**config.mk**
```make
export PLATFORM = sky130hd
export DESIGN_NAME = mmh_ctrl
export DESIGN_NICKNAME = d
export VERILOG_FILES = /design/src/design/mmh_pkg.sv /design/src/design/mmh_ctrl.sv
export SDC_FILE = /design/constraint.sdc
export NUM_CORES = 1
export LEC_CHECK = 0
export BUFFER_PORTS_ARGS = -buffer_cell sky130_fd_sc_hd__buf_2
export CORE_ASPECT_RATIO = 0.5
export CORE_MARGIN = 3
export CORE_UTILIZATION = 38
export DETAILED_ROUTE_END_ITERATION = 12
export HOLD_SLACK_MARGIN = 0.03
export PLACE_DENSITY = 0.84
export SLEW_MARGIN = 0
export SYNTH_ARGS = -nofsm -noshare
export SYNTH_HDL_FRONTEND = slang
export SYNTH_SLANG_ARGS = --single-unit
```
**constraint.sdc**
```tcl
create_clock -name i_clk -period 8.1 [get_ports i_clk]
set_input_delay 1.62 -clock i_clk [delete_from_list [all_inputs] [get_ports i_clk]]
set_output_delay 1.62 -clock i_clk [all_outputs]
set_load 0.01 [all_outputs]
```
**src/design/mmh_pkg.sv**
```systemverilog
package mmh_pkg;

    typedef struct packed {
        logic [63:0] block_low;
        logic [63:0] block_high;
        logic [4:0]  byte_count;
        logic        last_block;
    } t_in_word;

    typedef struct packed {
        logic [63:0] hash_low;
        logic [63:0] hash_high;
        logic [31:0] bucket_index;
        logic        length_overflow;
    } t_out_word;

    typedef enum logic [4:0] {
        U_NOP, U_W_K1, U_W_K2, U_MUL_A, U_MUL_B, U_MUL_FA, U_MUL_FB,
        U_ROT31, U_ROT33, U_H1_BODY, U_H1_FIN5, U_H2_BODY, U_H2_FIN5,
        U_H1_XOR, U_H2_XOR, U_LEN, U_ADD_AB, U_ADD_BA, U_W_H1, U_W_H2,
        U_SHX, U_H1_W, U_H2_W, U_DIV, U_RET, U_END
    } t_uop;

    typedef struct packed {
        logic load;
        t_uop uop;
    } t_cmd;

    typedef struct packed {
        logic unit_done;
        logic out_busy;
    } t_sts;

    localparam logic [63:0] C_MUL_A = 64'h87c37b91114253d5;
    localparam logic [63:0] C_MUL_B = 64'h4cf5ad432745937f;
    localparam logic [63:0] C_ADD_1 = 64'h0000000052dce729;
    localparam logic [63:0] C_ADD_2 = 64'h0000000038495ab5;
    localparam logic [63:0] C_FIN_A = 64'hff51afd7ed558ccd;
    localparam logic [63:0] C_FIN_B = 64'hc4ceb9fe1a85ec53;

    localparam logic [4:0] FULL_COUNT = 5'd16;
    localparam logic [6:0] MUL_LAST   = 7'd3;
    localparam logic [6:0] DIV_LAST   = 7'd64;

    localparam logic [5:0] PC_BODY  = 6'd0;
    localparam logic [5:0] PC_TAIL2 = 6'd13;
    localparam logic [5:0] PC_TAIL1 = 6'd18;
    localparam logic [5:0] PC_FIN   = 6'd24;

    function automatic logic [4:0] clip_count(input logic [4:0] c);
        clip_count = (c > FULL_COUNT) ? FULL_COUNT : c;
    endfunction

    function automatic logic [63:0] keep_bytes(input logic [63:0] v, input logic [4:0] n);
        logic [63:0] r;
        r = '0;
        for (int i = 0; i < 8; i++) begin
            if (5'(i) < n) begin
                r[8*i +: 8] = v[8*i +: 8];
            end
        end
        keep_bytes = r;
    endfunction

    function automatic logic [63:0] rotl(input logic [63:0] v, input int s);
        rotl = (v << s) | (v >> (64 - s));
    endfunction

    // Sequence: body, k2 tail, k1 tail, then finalisation
    function automatic t_uop uc_rom(input logic [5:0] pc);
        case (pc)
            6'd0:  uc_rom = U_W_K1;
            6'd1:  uc_rom = U_MUL_A;
            6'd2:  uc_rom = U_ROT31;
            6'd3:  uc_rom = U_MUL_B;
            6'd4:  uc_rom = U_H1_BODY;
            6'd5:  uc_rom = U_H1_FIN5;
            6'd6:  uc_rom = U_W_K2;
            6'd7:  uc_rom = U_MUL_B;
            6'd8:  uc_rom = U_ROT33;
            6'd9:  uc_rom = U_MUL_A;
            6'd10: uc_rom = U_H2_BODY;
            6'd11: uc_rom = U_H2_FIN5;
            6'd12: uc_rom = U_RET;
            6'd13: uc_rom = U_W_K2;
            6'd14: uc_rom = U_MUL_B;
            6'd15: uc_rom = U_ROT33;
            6'd16: uc_rom = U_MUL_A;
            6'd17: uc_rom = U_H2_XOR;
            6'd18: uc_rom = U_W_K1;
            6'd19: uc_rom = U_MUL_A;
            6'd20: uc_rom = U_ROT31;
            6'd21: uc_rom = U_MUL_B;
            6'd22: uc_rom = U_H1_XOR;
            6'd23: uc_rom = U_RET;
            6'd24: uc_rom = U_LEN;
            6'd25: uc_rom = U_ADD_AB;
            6'd26: uc_rom = U_ADD_BA;
            6'd27: uc_rom = U_W_H1;
            6'd28: uc_rom = U_SHX;
            6'd29: uc_rom = U_MUL_FA;
            6'd30: uc_rom = U_SHX;
            6'd31: uc_rom = U_MUL_FB;
            6'd32: uc_rom = U_SHX;
            6'd33: uc_rom = U_H1_W;
            6'd34: uc_rom = U_W_H2;
            6'd35: uc_rom = U_SHX;
            6'd36: uc_rom = U_MUL_FA;
            6'd37: uc_rom = U_SHX;
            6'd38: uc_rom = U_MUL_FB;
            6'd39: uc_rom = U_SHX;
            6'd40: uc_rom = U_H2_W;
            6'd41: uc_rom = U_ADD_AB;
            6'd42: uc_rom = U_ADD_BA;
            6'd43: uc_rom = U_DIV;
            6'd44: uc_rom = U_END;
            default: uc_rom = U_NOP;
        endcase
    endfunction

endpackage

```
**src/design/mmh_ctrl.sv**
```systemverilog
module mmh_ctrl (
    input  logic            i_clk,
    input  logic            i_rst_n,
    input  logic            i_in_valid,
    input  mmh_pkg::t_in_word i_in,
    output logic            o_in_ready,
    input  mmh_pkg::t_sts   i_sts,
    output mmh_pkg::t_cmd   o_cmd
);
    import mmh_pkg::*;

    typedef enum logic [1:0] {
        S_IDLE = 2'b01,
        S_RUN  = 2'b10
    } t_state;

    t_state     r_state;
    logic [5:0] r_pc;
    logic       r_last;
    logic [4:0] cnt;
    logic       full;
    logic       accept;
    t_uop       uop;
    logic       multi;

    assign o_in_ready = (r_state == S_IDLE);
    assign accept     = i_in_valid & o_in_ready;
    assign cnt        = clip_count(i_in.byte_count);
    assign full       = (cnt == FULL_COUNT);
    assign uop        = uc_rom(r_pc);
    assign multi      = (uop inside {U_MUL_A, U_MUL_B, U_MUL_FA, U_MUL_FB, U_DIV});

    always_comb begin
        o_cmd.load = accept & (full | i_in.last_block);
        o_cmd.uop  = U_NOP;
        if (r_state == S_RUN) begin
            // hold the result back while the previous word is still unread
            if (!(uop == U_END && i_sts.out_busy)) begin
                o_cmd.uop = uop;
            end
        end
    end

    always_ff @(posedge i_clk) begin
        if (!i_rst_n) begin
            r_state <= S_IDLE;
            r_pc    <= PC_BODY;
            r_last  <= 1'b0;
        end else begin
            case (r_state)
                S_IDLE: begin
                    if (o_cmd.load) begin
                        r_last  <= i_in.last_block;
                        r_state <= S_RUN;
                        if (full) begin
                            r_pc <= PC_BODY;
                        end else if (cnt > 5'd8) begin
                            r_pc <= PC_TAIL2;
                        end else if (cnt != 5'd0) begin
                            r_pc <= PC_TAIL1;
                        end else begin
                            r_pc <= PC_FIN;
                        end
                    end
                end
                S_RUN: begin
                    if (multi) begin
                        if (i_sts.unit_done) begin
                            r_pc <= r_pc + 6'd1;
                        end
                    end else if (uop == U_RET) begin
                        if (r_last) begin
                            r_pc <= PC_FIN;
                        end else begin
                            r_state <= S_IDLE;
                        end
                    end else if (uop == U_END) begin
                        if (!i_sts.out_busy) begin
                            r_state <= S_IDLE;
                        end
                    end else begin
                        r_pc <= r_pc + 6'd1;
                    end
                end
                default: r_state <= S_IDLE;
            endcase
        end
    end

endmodule

```
## Word-level counts from Yosys, hierarchy flattened

Memory sizes are Yosys's and may differ from the RTL's. A register that Yosys moved wholly into a read port is not among the register bits.
Cells that the tools add are included.

- Bits of input ports: 139
- Logic and storage cells: 57
- ROM bits: 320
- Memories: 1
- Flip-flop bits (word level): 9
- Output and inout bits: 7

- Magnitude comparators: 2
- Add/sub/neg operators: 1
- Multiplexer cells: 22
- Reductions and logical operators: 7
- Equal/unequal tests: 18
- Bitwise gates (word level): 3

Memories:

| name | words | width | rd ports | clocked after memory_dff | write ports | line | RTL |
|---|---|---|---|---|---|---|---|
| (no name shown) | 64 | 5 | 1 | 1 | 0 | mmh_pkg.sv:71 | `case (pc)` |

Operators with widths:

| kind | count |
|---|---|
| 6-bit 2-to-1 mux | 8 |
| 5-bit 2-to-1 mux | 5 |
| 5-bit equality test (second input constant) | 4 |
| 5-bit by 3-bit equality test with 1-bit output (second input constant) | 3 |
| 2-bit 2-to-1 mux | 6 |
| 6-bit one-hot mux with 2 select lines | 1 |
| 5-bit AND reduction | 2 |
| 5-bit nonzero test | 2 |
| 6-bit by 1-bit adder with 6-bit output (second input constant) | 1 |
| 3-bit inequality test (second input constant) | 2 |
| 5-bit by 2-bit equality test with 1-bit output (second input constant) | 1 |
| 5-bit by 4-bit > comparator with 1-bit output (second input constant) | 1 |
| 5-bit > comparator (second input constant) | 1 |
| 4-bit 2-to-1 mux | 1 |
| 4-bit by 3-bit inequality test with 1-bit output (second input constant) | 1 |
| 4-bit inequality test (second input constant) | 1 |
| 2-bit one-hot mux with 2 select lines | 1 |
| 3-bit by 1-bit inequality test with 1-bit output (second input constant) | 1 |
| 3-bit by 2-bit inequality test with 1-bit output (second input constant) | 1 |
| 1-bit AND | 2 |
| 2-bit by 1-bit equality test with 1-bit output (second input constant) | 1 |
| 2-bit equality test (second input constant) | 1 |
| 2-bit by 1-bit inequality test with 1-bit output (second input constant) | 1 |
| 2-bit inequality test (second input constant) | 1 |
| other kinds (4) | 4 |

## Depth between registers and ports, before layout

- Depth in word-level cells: 10
- Depth in mapped cells: 13
- Depth with buffers taken out: 12

## Least setup slack after synthesis

OpenSTA, ideal clock, no wires.

- Path kind: input port to flip-flop
- From: in i_in[0] (netlist name)
- To: reg uop[1] (netlist name)
- Setup slack: 3.903 ns
- Buffers on the path: 1
- Stages: 10
- Data required time: 7.978 ns
- Data arrival time: 4.075 ns
- Setup time: 0.122 ns
- Path through: nor2_1 > or2_1 > inv_1 > a21o_1 > buf_6 > a211oi_1 > inv_1 > ha_1 > mux4_2 > a221o_1

RTL lines:

| element | line | RTL |
|---|---|---|
| from (decl) | mmh_ctrl.sv:5 | `input mmh_pkg::t_in_word i_in,` |

## Worst setup path after layout

- From: in i_in[5] (netlist name)
- To: reg uop[1] (netlist name)

- Longest elaborated chain between the ends: 10
- Elaborated cells between the ends (all ways): 16
- Those cells by class: order compare (2); eq/ne (2); mux (8); bitwise (2); reduce/logical (2)

RTL lines:

| element | line | RTL |
|---|---|---|
| 5-bit > comparator | mmh_pkg.sv:51 | `clip_count = (c > FULL_COUNT) ? FULL_COUNT : c;` |
| 5-bit 2-to-1 mux (*) | mmh_pkg.sv:51 |  |
| branches (longest 6 deep; another with 5-bit by 4-bit > comparator with 1-bit output) | -- |  |
| 6-bit 2-to-1 mux (no source line) (*) (2 in a row) | -- |  |

Mark *: on every way between the ends. The select of a mux whose other input is x is not followed.
A chain may end at the register's enable or synchronous reset.

==> results.cfg <==
[cts]
post_cts_resized = 0
post_cts_buffers = 0
cts_max_level = 1
clkTransAtPathRegs_ps = 60
clk_latency_ps = 240
cts_buffers = 3
clk_path_buf_depth = 2
clockRootBuffer = clkbuf_8
cts_tree = done
hold_buffers = 0
cts.sinks = 14

[cells_and_area]
instances_no_fill = 233
final_core_util_pct = 47.5
antenna_cells = 0
fill_cells = 310
drive_above_1_share_pct = 18.9
final_nets = 334
synthToLayoutAreaGrowth_pct = 9.95

[logic_synthesis]
syn_area_per_cell_um2 = 8.14
synth_nets = 321
synth.top_cell.area_share_pct = 19.9
synth_cell_type_count = 65
synth_top_area_cell = dfxtp_1
async_flop_share_pct = 0
synth_edf_count = 0
synth_ff_type = dfxtp_1
synth_common_cells = 14 x dfxtp_1, 12 x inv_1, 11 x nand2_1
synth_cells = 173
yosysWarnings = 0
synth_seq_area_share_pct = 19.9
synth_area_leaders = dfxtp_1 20%, ha_1 8.0%, a21oi_1 3.6%, nand3_1 3.2%, inv_1 3.2%
synth_seq_cells = 14
yosysMostFrequentCell = dfxtp_1
syn-cell-area_mm2 = 0.00141

[sta]
hold_viol = 0
min_period_ps = 4580
slew_viol_final = 0
fin_setup_tns_ps = 0
slew_headroom_pct = 42.8
timing.final.crit_share_pct = 56.5
setup_viol = 0
rsz0062_at_grt = no
fmax_mhz = 218
fin_worst_skew_ps = 1.78
worstMarginPinSlew_ps = 852

[floorplanning]
pin_count = 146
core_mm2 = 0.00326
die_y_um = 49.1
dieArea_mm2 = 0.00452
dieWidth_um = 92.1
core.rowCount = 14
start_util_pct = 43.2

[critical_path]
critPathMaxStageDelay_ps = 740
slowest_stage = a211oi_1
path_class = input port to flip-flop
timing.critical_path.buf_inv = 3
r2r_cells = 8
crit_fanout = 10
worstPathArrival_ps = 4700
crit_cells = 10
cpMostUsedCell = inv_1
crit_required_ps = 8230
cpLargestDelayFamily = compound AO/OA/AOI/OAI gates
cp-end-kind = flip-flop
critPathLaunchType = input port
crit_chain = buf_2, nor2_1, or2_1, inv_1, a21o_1, a211oi_1, inv_1, ha_1, mux4_2, a221o_1

[grt]
antenna_found_initial = 0
track_usage_pct = 16.6
grt_pass1_vias = 1370
overflow = 0
grt_max_degree = 20
grt_pass1_wl_um = 6280

[drt]
drt_iter0_drc = 107
route.detailed.drc = 0
viasPerCell = 6.33
detail_route.wl_per_cell_um = 15.5
ant_nets = 0
drt-total-wl_um = 3610
num_vias = 1474
first_pass_iters = 8

[placement]
io_buffers = 17
place_hpwl_um = 2730
place_inst = 229
gp_congestion = 0.920

[hold_path]
hp-class = flip-flop to flip-flop
hold_depth = 2

[power]
p_per_area_mw_per_mm2 = 137
vdd_drop_max_mv = 0.0531
power.leakage_nw = 0.629
finalPower_mw = 0.212

[status]
status = completed

[flow_run]
maxCapViolCount = 0
-- logic make-up (layout without fill, tap and decap cells) --
group           count (synthesis)  in the layout  synth area share (%)
simple gates                   61             61                  25.2
compound gates                 60             60                  33.0
buf+inv                        22             34                  7.90
fa+ha+maj                       9              9                  7.99
mux                             6              6                  5.33
flops                          14             14                  19.9
xor+xnor                        1              1                 0.622
-- registers in the layout, summed over array words and instances, names as in the netlist --
register  flops
r_pc          6
uop           5
r_state       2
r_last        1
-- layout make-up --
cell class / instances / area, um2 / area share, %
well taps: 48 / 60.1 / 3.88
flip-flops and latches: 14 / 280 / 18.1
repair buffers: 17 / 85.1 / 5.49
inverters: 13 / 51.3 / 3.31
multi-input cells: 137 / 1020 / 65.7
clock buffers: 4 / 55.1 / 3.55
-- worst paths after layout --
path,start,endpoint,slack (ps)
max,i_in[5],uop[1],3520
min reg2reg,r_last,r_last,470
max reg2reg,uop[0],uop[1],4490
min,r_last,r_last,470
-- report_power, final --
group	total [mW]	internal [mW]	switching, mW
registers	0.0845	0.0751	0.00941
clock network	0.0669	0.0430	0.0239
logic	0.0609	0.0245	0.0364
-- metrics by stage --
step | hold slack [ps] | cell area [um2] | setup WS, ps
after global placement | 448 | 1490 | 3440
final | 471 | 1550 | 3520
after global routing | 482 | 1550 | 3210
after detailed placement | 462 | 1490 | 3290
after CTS | 472 | 1550 | 3540
after floorplan | 437 | 1410 | 3900
-- worst register-to-register path, delay by kind of cell (launching register included) --
kind	cells	cell delay [ps]
adders and majority gates	1	410
buffers and inverters	1	240
DFF	1	560
AOI/OAI and AO/OA	5	1810
muxes	1	470
-- metal layers --
metal | track usage, % | part of all wire [%] | vias to the layer above
li1 | - | - | 693
met1 | 21.3 | 43 | 685
met2 | 27.5 | 46 | 82
met3 | 3.85 | 9.0 | 14
met4 | 5.17 | 2.2 | 0
met5 | 0 | 0 | -
-- layout by cell type, fill, tap and decap left out, types with 2 or more instances in the layout --
cell type  instances
buf_2             17
dfxtp_1           14
inv_1             12
nand2_1           11
a21oi_1           10
nor2_1             9
nand3_1            9
ha_1               9
and2_1             6
o211ai_1           5
a211oi_1           4
clkbuf_8           4
nand3b_1           3
o21ai_1            3
o21ai_0            3
nor4_1             3
and4_1             3
o221ai_1           3
mux2i_1            3
a31oi_1            3
nor2b_1            2
nand2b_1           2
mux2_2             2
o21bai_1           2
nor3_1             2
a221oi_1           2
a31o_1             2
a21boi_0           2
or4_1              2
Power figures use the tool's default switching activity.
